[src/sv/assert_macros.svh]
// Assertion macros shared by the checking code of the scheduler block.
// Depends on nothing; the including module supplies clock and reset.
`ifndef ASSERT_MACROS_SVH
`define ASSERT_MACROS_SVH

// Check a property on every clock edge outside reset.
`define SJF_CHECK(lbl, prop, msg) \
   lbl: assert property (@(posedge clock) disable iff (reset) prop) else $error(msg);

// Check a property on every clock edge, reset included.
`define SJF_CHECK_ALWAYS(lbl, prop, msg) \
   lbl: assert property (@(posedge clock) prop) else $error(msg);

`endif

[src/sv/sjf_pkg.sv]
// Types, widths and state codes of the shortest-job-first timing block.
// Depends on nothing; every module of the block imports it.
package sjf_pkg;

   localparam int MAX_TASKS   = 32;
   localparam int TIME_BITS   = 16;
   localparam int IDX_W       = $clog2(MAX_TASKS);
   localparam int CNT_W       = $clog2(MAX_TASKS + 1);
   localparam int EXEC_W      = 16;
   localparam int ID_W        = 5;
   localparam int WT_W        = 21;
   localparam int AVG_W       = 29;
   localparam int RUN_W       = TIME_BITS + CNT_W;
   localparam int SUM_W       = TIME_BITS + 2 * CNT_W;
   localparam int DVD_W       = SUM_W + 8;
   localparam int DIV_CNT_W   = $clog2(DVD_W + 1);
   localparam int FIFO_DEPTH  = 4;
   localparam int FIFO_AW     = $clog2(FIFO_DEPTH);

   typedef struct packed {
      logic [EXEC_W-1:0] exec_time;
      logic              last;
   } req_type;

   typedef struct packed {
      logic [ID_W-1:0]  task_id;
      logic [WT_W-1:0]  wait_ticks;
      logic [WT_W-1:0]  turn_ticks;
      logic [AVG_W-1:0] avg_wait_x256;
      logic [AVG_W-1:0] avg_turnaround_x256;
      logic             overflow;
      logic             last_result;
   } rsp_type;

   typedef struct packed {
      logic [TIME_BITS-1:0] time_val;
      logic [ID_W-1:0]      id;
   } entry_type;

   typedef struct packed {
      logic [ID_W-1:0]      id;
      logic [TIME_BITS-1:0] time_val;
      logic                 overflow;
      logic                 last;
   } task_type;

   typedef struct packed {
      logic [CNT_W-1:0] count;
      logic             busy;
   } front_status_type;

   typedef struct packed {
      logic             start;
      logic [SUM_W-1:0] sum_wait;
      logic [SUM_W-1:0] sum_turn;
      logic [CNT_W-1:0] count;
   } div_req_type;

   typedef struct packed {
      logic             done;
      logic [AVG_W-1:0] avg_wait;
      logic [AVG_W-1:0] avg_turn;
   } div_rsp_type;

   typedef enum logic [1:0] {
      F_IDLE,
      F_SHIFT,
      F_PLACE,
      F_EMIT
   } front_state_type;

   typedef enum logic {
      B_RUN,
      B_DIV
   } back_state_type;

endpackage

[src/sv/shortest_job_first_timing.sv]
// Shortest-job-first timing block: top level joining front, queue and back.
// Depends on sjf_pkg, sjf_front, sjf_queue, sjf_back and assert_macros.svh.
//
// Usage: push one task a transaction on the req_ side (req_push while
// req_full is low), each with its execution time; the task marked last
// closes the set. Tasks are numbered by arrival from 0. While a task is
// being stored the front inserts it into a sorted store, one entry moved
// a cycle past every stored entry with a longer time; the first task of
// a set is written directly. After the last task the front streams the
// store in run order, reading each entry before pushing it, into a
// four-entry queue; the back turns each into a registered result once its
// output register is free. The final result of a set waits for the serial
// divider that forms both averages, one quotient bit a cycle.
// Results leave on the rsp_ side as a queue: the oldest waiting result is
// on rsp_data while rsp_empty is low and is taken when rsp_pop is high.
// A stalled receiver holds the output register; the back then stops, the
// queue fills and the front waits, and no result is lost.
// Tasks beyond the store's capacity are dropped and flag overflow on every
// result of their set. Reset empties the store, the queue and the output;
// the store needs no clearing pass, as only written entries are read.
`include "assert_macros.svh"

module shortest_job_first_timing
   import sjf_pkg::*;
(
   input  logic    clock,
   input  logic    reset,
   input  logic    req_push,
   output logic    req_full,
   input  req_type req_data,
   output logic    rsp_empty,
   input  logic    rsp_pop,
   output rsp_type rsp_data
);

   logic             q_push;
   logic             q_full;
   task_type         q_in;
   logic             q_pop;
   logic             q_empty;
   task_type         q_out;
   front_status_type front_status;
   logic             avg_zero;
   logic             mid_result;

   // Accept tasks, sort them on arrival and stream them in run order.
   sjf_front u_front (
      .clock    (clock),
      .reset    (reset),
      .req_push (req_push),
      .req_full (req_full),
      .req_data (req_data),
      .q_push   (q_push),
      .q_item   (q_in),
      .q_full   (q_full),
      .status   (front_status)
   );

   // Decouple the two sides so each can stall on its own.
   sjf_queue u_queue (
      .clock    (clock),
      .reset    (reset),
      .push     (q_push),
      .item_in  (q_in),
      .full     (q_full),
      .pop      (q_pop),
      .item_out (q_out),
      .empty    (q_empty)
   );

   // Accumulate times, divide for the averages and present results.
   sjf_back u_back (
      .clock     (clock),
      .reset     (reset),
      .q_empty   (q_empty),
      .q_pop     (q_pop),
      .q_item    (q_out),
      .rsp_empty (rsp_empty),
      .rsp_pop   (rsp_pop),
      .rsp_data  (rsp_data)
   );

   assign avg_zero   = rsp_data.avg_wait_x256 == '0 && rsp_data.avg_turnaround_x256 == '0;
   assign mid_result = !rsp_empty && !rsp_data.last_result;

   `SJF_CHECK_ALWAYS(a_reset_empty, reset |=> rsp_empty, "result waiting after reset")
   `SJF_CHECK(a_count_bound, front_status.count <= CNT_W'(MAX_TASKS), "store count too big")
   `SJF_CHECK(a_avg_only_last, mid_result |-> avg_zero, "average off the last result")
   `SJF_CHECK(a_turn_ge_wait, !rsp_empty |-> (rsp_data.turn_ticks >= rsp_data.wait_ticks), "turn < wait")

endmodule

[src/sv/sjf_front.sv]
// Front part: takes tasks, keeps the store sorted by insertion, streams run order.
// Depends on sjf_pkg.
module sjf_front
   import sjf_pkg::*;
(
   input  logic             clock,
   input  logic             reset,
   input  logic             req_push,
   output logic             req_full,
   input  req_type          req_data,
   output logic             q_push,
   output task_type         q_item,
   input  logic             q_full,
   output front_status_type status
);

   front_state_type state_ff, state_in;
   logic [CNT_W-1:0] count_ff, count_in;
   logic             drop_ff, drop_in;
   logic [CNT_W-1:0] pos_ff, pos_in;
   entry_type        new_ff, new_in;
   logic             last_ff, last_in;
   logic [CNT_W-1:0] emit_ff, emit_in;
   logic             primed_ff, primed_in;

   entry_type        mem [MAX_TASKS];
   entry_type        rd_ff;
   logic [IDX_W-1:0] rd_addr;
   logic             wr_en;
   logic [IDX_W-1:0] wr_addr;
   entry_type        wr_data;

   logic             accept;
   logic             room;
   logic             moves;
   logic             emit_last;
   entry_type        arrival;

   assign accept    = req_push && (state_ff == F_IDLE);
   assign room      = count_ff < CNT_W'(MAX_TASKS);
   assign moves     = rd_ff.time_val > new_ff.time_val;
   assign emit_last = CNT_W'(emit_ff + 1'b1) == count_ff;
   assign arrival   = '{time_val: TIME_BITS'(req_data.exec_time), id: ID_W'(count_ff)};

   always_comb begin
      state_in = state_ff;
      case (state_ff)
         F_IDLE: begin
            if (accept) begin
               if (room && count_ff != '0) begin
                  state_in = F_SHIFT;
               end else if (req_data.last) begin
                  state_in = F_EMIT;
               end
            end
         end
         F_SHIFT: begin
            if (moves && pos_ff == CNT_W'(1)) begin
               state_in = F_PLACE;
            end else if (!moves) begin
               state_in = last_ff ? F_EMIT : F_IDLE;
            end
         end
         F_PLACE: begin
            state_in = last_ff ? F_EMIT : F_IDLE;
         end
         F_EMIT: begin
            if (primed_ff && !q_full && emit_last) begin
               state_in = F_IDLE;
            end
         end
         default: state_in = F_IDLE;
      endcase
   end

   always_comb begin
      count_in  = count_ff;
      drop_in   = drop_ff;
      pos_in    = pos_ff;
      new_in    = new_ff;
      last_in   = last_ff;
      emit_in   = emit_ff;
      primed_in = primed_ff;
      rd_addr   = IDX_W'(count_ff - 1'b1);
      wr_en     = 1'b0;
      wr_addr   = IDX_W'(pos_ff);
      wr_data   = new_ff;
      q_push    = 1'b0;
      req_full  = (state_ff != F_IDLE);
      case (state_ff)
         F_IDLE: begin
            emit_in   = '0;
            primed_in = 1'b0;
            if (accept) begin
               last_in = req_data.last;
               new_in  = arrival;
               pos_in  = count_ff;
               if (room) begin
                  count_in = CNT_W'(count_ff + 1'b1);
                  if (count_ff == '0) begin
                     wr_en   = 1'b1;
                     wr_addr = '0;
                     wr_data = arrival;
                  end
               end else begin
                  drop_in = 1'b1;
               end
            end
         end
         F_SHIFT: begin
            rd_addr = IDX_W'(pos_ff - CNT_W'(2));
            wr_en   = 1'b1;
            if (moves) begin
               wr_data = rd_ff;
               pos_in  = CNT_W'(pos_ff - 1'b1);
            end
         end
         F_PLACE: begin
            wr_en = 1'b1;
         end
         F_EMIT: begin
            rd_addr = IDX_W'(emit_ff);
            if (primed_ff && !q_full) begin
               q_push    = 1'b1;
               emit_in   = CNT_W'(emit_ff + 1'b1);
               primed_in = 1'b0;
               if (emit_last) begin
                  count_in = '0;
                  drop_in  = 1'b0;
               end
            end else begin
               primed_in = 1'b1;
            end
         end
         default: ;
      endcase
   end

   assign q_item = '{id: rd_ff.id, time_val: rd_ff.time_val,
                     overflow: drop_ff, last: emit_last};
   assign status = '{count: count_ff, busy: req_full};

   always_ff @(posedge clock) begin
      if (wr_en) begin
         mem[wr_addr] <= wr_data;
      end
      rd_ff <= mem[rd_addr];
   end

   always_ff @(posedge clock) begin
      if (reset) begin
         state_ff  <= F_IDLE;
         count_ff  <= '0;
         drop_ff   <= 1'b0;
         last_ff   <= 1'b0;
         emit_ff   <= '0;
         primed_ff <= 1'b0;
      end else begin
         state_ff  <= state_in;
         count_ff  <= count_in;
         drop_ff   <= drop_in;
         last_ff   <= last_in;
         emit_ff   <= emit_in;
         primed_ff <= primed_in;
      end
   end

   always_ff @(posedge clock) begin
      pos_ff <= pos_in;
      new_ff <= new_in;
   end

endmodule

[src/sv/sjf_queue.sv]
// Short queue of run-ordered tasks between the front and back parts.
// Depends on sjf_pkg.
module sjf_queue
   import sjf_pkg::*;
(
   input  logic     clock,
   input  logic     reset,
   input  logic     push,
   input  task_type item_in,
   output logic     full,
   input  logic     pop,
   output task_type item_out,
   output logic     empty
);

   task_type           slot_ff [FIFO_DEPTH];
   logic [FIFO_AW-1:0] wr_ff, wr_in;
   logic [FIFO_AW-1:0] rd_ff, rd_in;
   logic [FIFO_AW:0]   fill_ff, fill_in;
   logic               do_push;
   logic               do_pop;

   assign full     = fill_ff == (FIFO_AW + 1)'(FIFO_DEPTH);
   assign empty    = fill_ff == '0;
   assign do_push  = push && !full;
   assign do_pop   = pop && !empty;
   assign item_out = slot_ff[rd_ff];

   always_comb begin
      wr_in   = do_push ? FIFO_AW'(wr_ff + 1'b1) : wr_ff;
      rd_in   = do_pop ? FIFO_AW'(rd_ff + 1'b1) : rd_ff;
      fill_in = fill_ff;
      if (do_push && !do_pop) begin
         fill_in = (FIFO_AW + 1)'(fill_ff + 1'b1);
      end else if (do_pop && !do_push) begin
         fill_in = (FIFO_AW + 1)'(fill_ff - 1'b1);
      end
   end

   always_ff @(posedge clock) begin
      if (do_push) begin
         slot_ff[wr_ff] <= item_in;
      end
   end

   always_ff @(posedge clock) begin
      if (reset) begin
         wr_ff   <= '0;
         rd_ff   <= '0;
         fill_ff <= '0;
      end else begin
         wr_ff   <= wr_in;
         rd_ff   <= rd_in;
         fill_ff <= fill_in;
      end
   end

endmodule

[src/sv/sjf_div.sv]
// Pair of bit-serial restoring dividers for the two averages of a set.
// Depends on sjf_pkg.
module sjf_div
   import sjf_pkg::*;
(
   input  logic        clock,
   input  logic        reset,
   input  div_req_type req,
   output div_rsp_type rsp
);

   logic                 busy_ff, busy_in;
   logic                 done_ff, done_in;
   logic [DIV_CNT_W-1:0] cnt_ff, cnt_in;
   logic [CNT_W-1:0]     dvs_ff, dvs_in;
   logic [DVD_W-1:0]     a_ff, a_in, b_ff, b_in;
   logic [CNT_W-1:0]     ra_ff, ra_in, rb_ff, rb_in;
   logic [DVD_W-1:0]     a_step, b_step;
   logic [CNT_W-1:0]     ra_step, rb_step;

   // One restoring step: shift the top dividend bit into the remainder.
   function automatic logic [DVD_W+CNT_W-1:0] div_step(
      input logic [DVD_W-1:0] dvd,
      input logic [CNT_W-1:0] rem,
      input logic [CNT_W-1:0] dvs
   );
      logic [CNT_W:0] sh;
      logic           ge;
      logic [CNT_W:0] diff;
      sh   = {rem, dvd[DVD_W-1]};
      ge   = sh >= {1'b0, dvs};
      diff = sh - {1'b0, dvs};
      return {dvd[DVD_W-2:0], ge, ge ? diff[CNT_W-1:0] : sh[CNT_W-1:0]};
   endfunction

   assign {a_step, ra_step} = div_step(a_ff, ra_ff, dvs_ff);
   assign {b_step, rb_step} = div_step(b_ff, rb_ff, dvs_ff);

   always_comb begin
      busy_in = busy_ff;
      done_in = done_ff;
      cnt_in  = cnt_ff;
      dvs_in  = dvs_ff;
      a_in    = a_ff;
      b_in    = b_ff;
      ra_in   = ra_ff;
      rb_in   = rb_ff;
      if (req.start) begin
         busy_in = 1'b1;
         done_in = 1'b0;
         cnt_in  = '0;
         dvs_in  = req.count;
         a_in    = {req.sum_wait, 8'd0};
         b_in    = {req.sum_turn, 8'd0};
         ra_in   = '0;
         rb_in   = '0;
      end else if (busy_ff) begin
         a_in   = a_step;
         b_in   = b_step;
         ra_in  = ra_step;
         rb_in  = rb_step;
         cnt_in = DIV_CNT_W'(cnt_ff + 1'b1);
         if (cnt_ff == DIV_CNT_W'(DVD_W - 1)) begin
            busy_in = 1'b0;
            done_in = 1'b1;
         end
      end
   end

   assign rsp = '{done: done_ff, avg_wait: AVG_W'(a_ff), avg_turn: AVG_W'(b_ff)};

   always_ff @(posedge clock) begin
      if (reset) begin
         busy_ff <= 1'b0;
         done_ff <= 1'b0;
         cnt_ff  <= '0;
      end else begin
         busy_ff <= busy_in;
         done_ff <= done_in;
         cnt_ff  <= cnt_in;
      end
   end

   always_ff @(posedge clock) begin
      dvs_ff <= dvs_in;
      a_ff   <= a_in;
      b_ff   <= b_in;
      ra_ff  <= ra_in;
      rb_ff  <= rb_in;
   end

endmodule

[src/sv/sjf_back.sv]
// Back part: accumulates waiting and turnaround times and presents results.
// Depends on sjf_pkg and sjf_div.
module sjf_back
   import sjf_pkg::*;
(
   input  logic     clock,
   input  logic     reset,
   input  logic     q_empty,
   output logic     q_pop,
   input  task_type q_item,
   output logic     rsp_empty,
   input  logic     rsp_pop,
   output rsp_type  rsp_data
);

   back_state_type   state_ff, state_in;
   logic [RUN_W-1:0] run_ff, run_in;
   logic [SUM_W-1:0] sumw_ff, sumw_in;
   logic [SUM_W-1:0] sumt_ff, sumt_in;
   logic [CNT_W-1:0] n_ff, n_in;
   rsp_type          out_ff, out_in;
   logic             out_valid_ff, out_valid_in;
   rsp_type          hold_ff, hold_in;

   div_req_type      div_req;
   div_rsp_type      div_rsp;

   logic             out_free;
   logic             take;
   logic [RUN_W-1:0] turn;
   logic [SUM_W-1:0] sumw_next;
   logic [SUM_W-1:0] sumt_next;
   rsp_type          res;

   sjf_div u_div (
      .clock (clock),
      .reset (reset),
      .req   (div_req),
      .rsp   (div_rsp)
   );

   assign out_free  = !out_valid_ff || rsp_pop;
   assign take      = (state_ff == B_RUN) && !q_empty && out_free;
   assign turn      = RUN_W'(run_ff + RUN_W'(q_item.time_val));
   assign sumw_next = SUM_W'(sumw_ff + SUM_W'(run_ff));
   assign sumt_next = SUM_W'(sumt_ff + SUM_W'(turn));
   assign res       = '{task_id: q_item.id, wait_ticks: WT_W'(run_ff),
                        turn_ticks: WT_W'(turn), avg_wait_x256: '0,
                        avg_turnaround_x256: '0, overflow: q_item.overflow,
                        last_result: q_item.last};

   always_comb begin
      state_in = state_ff;
      case (state_ff)
         B_RUN: begin
            if (take && q_item.last) begin
               state_in = B_DIV;
            end
         end
         B_DIV: begin
            if (div_rsp.done && out_free) begin
               state_in = B_RUN;
            end
         end
         default: state_in = B_RUN;
      endcase
   end

   always_comb begin
      run_in       = run_ff;
      sumw_in      = sumw_ff;
      sumt_in      = sumt_ff;
      n_in         = n_ff;
      hold_in      = hold_ff;
      out_in       = out_ff;
      out_valid_in = out_valid_ff && !rsp_pop;
      q_pop        = take;
      div_req      = '{start: 1'b0, sum_wait: sumw_next, sum_turn: sumt_next,
                       count: CNT_W'(n_ff + 1'b1)};
      case (state_ff)
         B_RUN: begin
            if (take) begin
               if (q_item.last) begin
                  div_req.start = 1'b1;
                  hold_in       = res;
                  run_in        = '0;
                  sumw_in       = '0;
                  sumt_in       = '0;
                  n_in          = '0;
               end else begin
                  out_in       = res;
                  out_valid_in = 1'b1;
                  run_in       = turn;
                  sumw_in      = sumw_next;
                  sumt_in      = sumt_next;
                  n_in         = CNT_W'(n_ff + 1'b1);
               end
            end
         end
         B_DIV: begin
            if (div_rsp.done && out_free) begin
               out_in                     = hold_ff;
               out_in.avg_wait_x256       = div_rsp.avg_wait;
               out_in.avg_turnaround_x256 = div_rsp.avg_turn;
               out_valid_in               = 1'b1;
            end
         end
         default: ;
      endcase
   end

   assign rsp_empty = !out_valid_ff;
   assign rsp_data  = out_ff;

   always_ff @(posedge clock) begin
      if (reset) begin
         state_ff     <= B_RUN;
         run_ff       <= '0;
         sumw_ff      <= '0;
         sumt_ff      <= '0;
         n_ff         <= '0;
         out_valid_ff <= 1'b0;
      end else begin
         state_ff     <= state_in;
         run_ff       <= run_in;
         sumw_ff      <= sumw_in;
         sumt_ff      <= sumt_in;
         n_ff         <= n_in;
         out_valid_ff <= out_valid_in;
      end
   end

   always_ff @(posedge clock) begin
      out_ff  <= out_in;
      hold_ff <= hold_in;
   end

endmodule

[config.mk]
export PLATFORM = sky130hd
export DESIGN_NAME = shortest_job_first_timing
export DESIGN_NICKNAME = d
export VERILOG_FILES = /design/src/sv/sjf_pkg.sv /design/src/sv/shortest_job_first_timing.sv /design/src/sv/sjf_front.sv /design/src/sv/sjf_queue.sv /design/src/sv/sjf_div.sv /design/src/sv/sjf_back.sv
export VERILOG_INCLUDE_DIRS = /design/src /design/src/sv
export SDC_FILE = /design/constraint.sdc
export NUM_CORES = 2
export LEC_CHECK = 0
export BUFFER_PORTS_ARGS = -buffer_cell sky130_fd_sc_hd__clkbuf_2
export CORE_AREA = 2 2 218 434
export DETAILED_ROUTE_END_ITERATION = 7
export DIE_AREA = 0 0 220 436
export PLACE_DENSITY = 0.71
export SLEW_MARGIN = 20
export SYNTH_ARGS = -nofsm -noshare
export SYNTH_HDL_FRONTEND = slang
export SYNTH_SLANG_ARGS = --single-unit
[constraint.sdc]
create_clock -name clock -period 22 [get_ports clock]
set_input_delay 5.5 -clock clock [delete_from_list [all_inputs] [get_ports clock]]
set_output_delay 5.5 -clock clock [all_outputs]
set_load 0.02 [all_outputs]
==> flow_summary.json <==
{
  "synthArstFlopShare_pct": 0,
  "route.detailed.drc": 0,
  "synth_fp_nets": 3956,
  "relSlewSlack_pct": 23.18,
  "synth_top_flop_cell": "edfxtp_1",
  "arrival_ns": 8.48,
  "cts_made_buffers": 96,
  "avgSynthCellArea_um2": 13.19,
  "whs_path_depth": 2,
  "fin_hold_ws_ns": 0.4629,
  "drv_cap": 0,
  "crit_slowest_cell": "inv_1",
  "tightest_slew_ns": 1.151,
  "antenna_found_initial": 2,
  "placed_area_um2": 52330,
  "ctsHoldBuffers": 0,
  "grt_pass1_wl_mm": 191.7,
  "tns_ns": 0,
  "wl_per_cell_um": 24.91,
  "yosysUniqueCellTypes": 91,
  "grt-ovfl-total": 0,
  "rr_worst_depth": 20,
  "hold_viol_final": 0,
  "grt_max_degree": 178,
  "ys_seq_elements": 1177,
  "final_common_cell": "edfxtp_1",
  "crit_fanout": 32,
  "crit_type": "in -> reg",
  "fillers": 7098,
  "crit_path_end_kind": "flop",
  "synth_edf_count": 1008,
  "io_pins": 130,
  "initial_utilization_pct": 54.46,
  "period_needed_ns": 8.105,
  "netlist_area_um2": 50390,
  "crit_chain": "clkbuf_2 > nand2_1 > nor4_2 > buf_4 > a21oi_1 > a21o_1 > a222oi_1 > inv_1",
  "num_vias": 32173,
  "pre_cts_ws_ns": 13.26,
  "gp_congestion": 0.9474,
  "timing.final.crit_share_pct": 36.84,
  "synth.area.top_cells": "edfxtp_1 60%, dfxtp_1 6.7%, nand2_1 3.6%",
  "post_cts_buffers": 0,
  "finalSetupViolCount": 0,
  "htreeDepth": 3,
  "die_h_um": 436,
  "ff_latch_area_um2": 33660,
  "cts_tree": "yes",
  "total_power_mw": 8.682,
  "finalNetCount": 4025,
  "syn_inst": 3820,
  "slowest_delay_ns": 0.82,
  "cts_max_path_buffers": 3,
  "cts.clk_slew.worst_paths_ns": 0.06,
  "stdcell_area_um2": 55730,
  "start_kind": "primary input",
  "synth_top_area_share_pct": 60.07,
  "post_cts_resized": 0,
  "via_per_inst": 6.218,
  "cts.root.buffer_cell": "clkbuf_16",
  "mostFrequentLayoutCells": "1,008 x edfxtp_1, 482 x nand2_1, 228 x and2_1",
  "area_delta_synth_final_pct": 10.60,
  "fin_skew_ns": 0.03449,
  "num_rows": 158,
  "die_area_um2": 95920,
  "worst_slack_ns": 13.89,
  "synth_seq_area_share_pct": 66.78,
  "power_density_nw_per_um2": 155.8,
  "rsz0062_at_grt": "no",
  "ys_warn_count": 0,
  "status": "completed",
  "max-vdd-ir-drop_mv": 0.1357,
  "grt_pass1_vias": 32304,
  "drtIter0Drc": 2729,
  "drt_wl_total_mm": 128.9,
  "leakage_nw": 19.54,
  "required_ns": 22.38,
  "io_buffers": 129,
  "yosysTopAreaCell": "edfxtp_1",
  "first_pass_iters": 6,
  "slew_violations": 0,
  "clkSinkCount": 1177,
  "layout-drive-gt1-share_pct": 12.99,
  "max_freq_mhz": 123.4,
  "drtAntennaViolNets": 0,
  "hp-class": "reg -> reg",
  "multi_input_area_um2": 15570,
  "clk_latency_ns": 0.72,
  "grt_util_all_layers_pct": 26.97,
  "hpwl_mm": 85.16,
  "core_area_um2": 92520,
  "die-width_um": 220
}
per-stage QoR:
stage               instances  utilization (%)
floorplan                3820                -
global route             5174            60.23
global placement         4991            56.56
finish                   5174            60.23
CTS                      5172            60.23
detailed placement       4991            56.56
registers in the layout, summed over array words and instances (netlist names), 3 cells and up, named ones only:
name and count:
u_front.emit_ff 6, u_front.pos_ff 6, u_queue.fill_ff 3, u_back.run_ff 22
u_back.sumw_ff 28, u_back.rsp_data 107, u_back.u_div.a_ff 36, u_front.mem 672
u_back.u_div.cnt_ff 6, u_front.count_ff 6, u_back.hold_ff 48, u_front.q_item 21
u_back.sumt_ff 28, u_back.u_div.rb_ff 6, u_front.new_ff 21, u_back.u_div.b_ff 36
u_queue.slot_ff 92, u_back.u_div.dvs_ff 6, u_back.u_div.ra_ff 6, u_back.n_ff 6
cell families after synthesis:
family | synth area share (%)
multiplexers | 3.300
XOR/XNOR | 1.756
AND/OR/NAND/NOR | 10.30
flip-flops | 66.78
buffers and inverters | 2.682
adder cells (fa/ha/maj) | 2.945
AO/OA/AOI/OAI | 12.23
final cells by class:
type | instances | area share, %
clock inverters | 63 | 1.428
flip-flops and latches | 1177 | 60.40
multi-input cells | 2317 | 27.95
clock buffers | 118 | 4.661
diodes | 2 | 0.008981
repair buffers | 207 | 2.254
well taps | 1200 | 2.694
inverters | 90 | 0.6062
Yosys cell counts, drive strengths merged (13+ instances only):
master  count
o311ai     19
mux4       27
ha        109
nand4      18
o21ai     154
edfxtp   1008
nand2     484
xor2       52
a21oi     132
clkbuf    144
and2      228
a211oi    214
nor3       30
o31ai      28
xnor2      49
inv        89
a222oi     18
or3        13
nor2b      15
a31oi      75
mux2i      48
nor2      169
buf        92
mux2       51
a21o       37
o21a       17
a311oi    101
nand3      88
dfxtp     169
and3       20
where the power goes:
| part | internal (mW) | switching [mW] |
|---|---|---|
| Combinational | 1.03 | 2.42 |
| Clock | 1.03 | 0.806 |
| Sequential | 3.17 | 0.233 |
| Total | 5.23 | 3.45 |
final timing paths:
check,startpoint,end,slack (ns)
setup / recovery,req_push,u_front.mem[7][13],13.89
hold / removal,u_back.sumw_ff[0],u_back.sumw_ff[0],0.46
setup reg to reg,flop,u_back.u_div.b_ff[35],15.40
hold reg to reg,u_back.sumw_ff[0],u_back.sumw_ff[0],0.46
critical path, delay by kind of cell:
kind,cells,cell delay [ns]
AND/OR/NAND/NOR,2,0.24
AO/OA/AOI/OAI,3,1.51
buffers and inverters,3,1.20
layer usage:
| layer | up-vias | part of all wire (%) | global-route usage, % |
|---|---|---|---|
| met3 | 406 | 5.5 | 3.947 |
| met4 | 0 | 7.1 | 17.68 |
| met1 | 15967 | 33 | 27.82 |
| li1 | 14551 | - | - |
| met5 | - | 0 | 0 |
| met2 | 1249 | 54 | 49.79 |
Note: power is estimated with default switching activity, not from simulation.
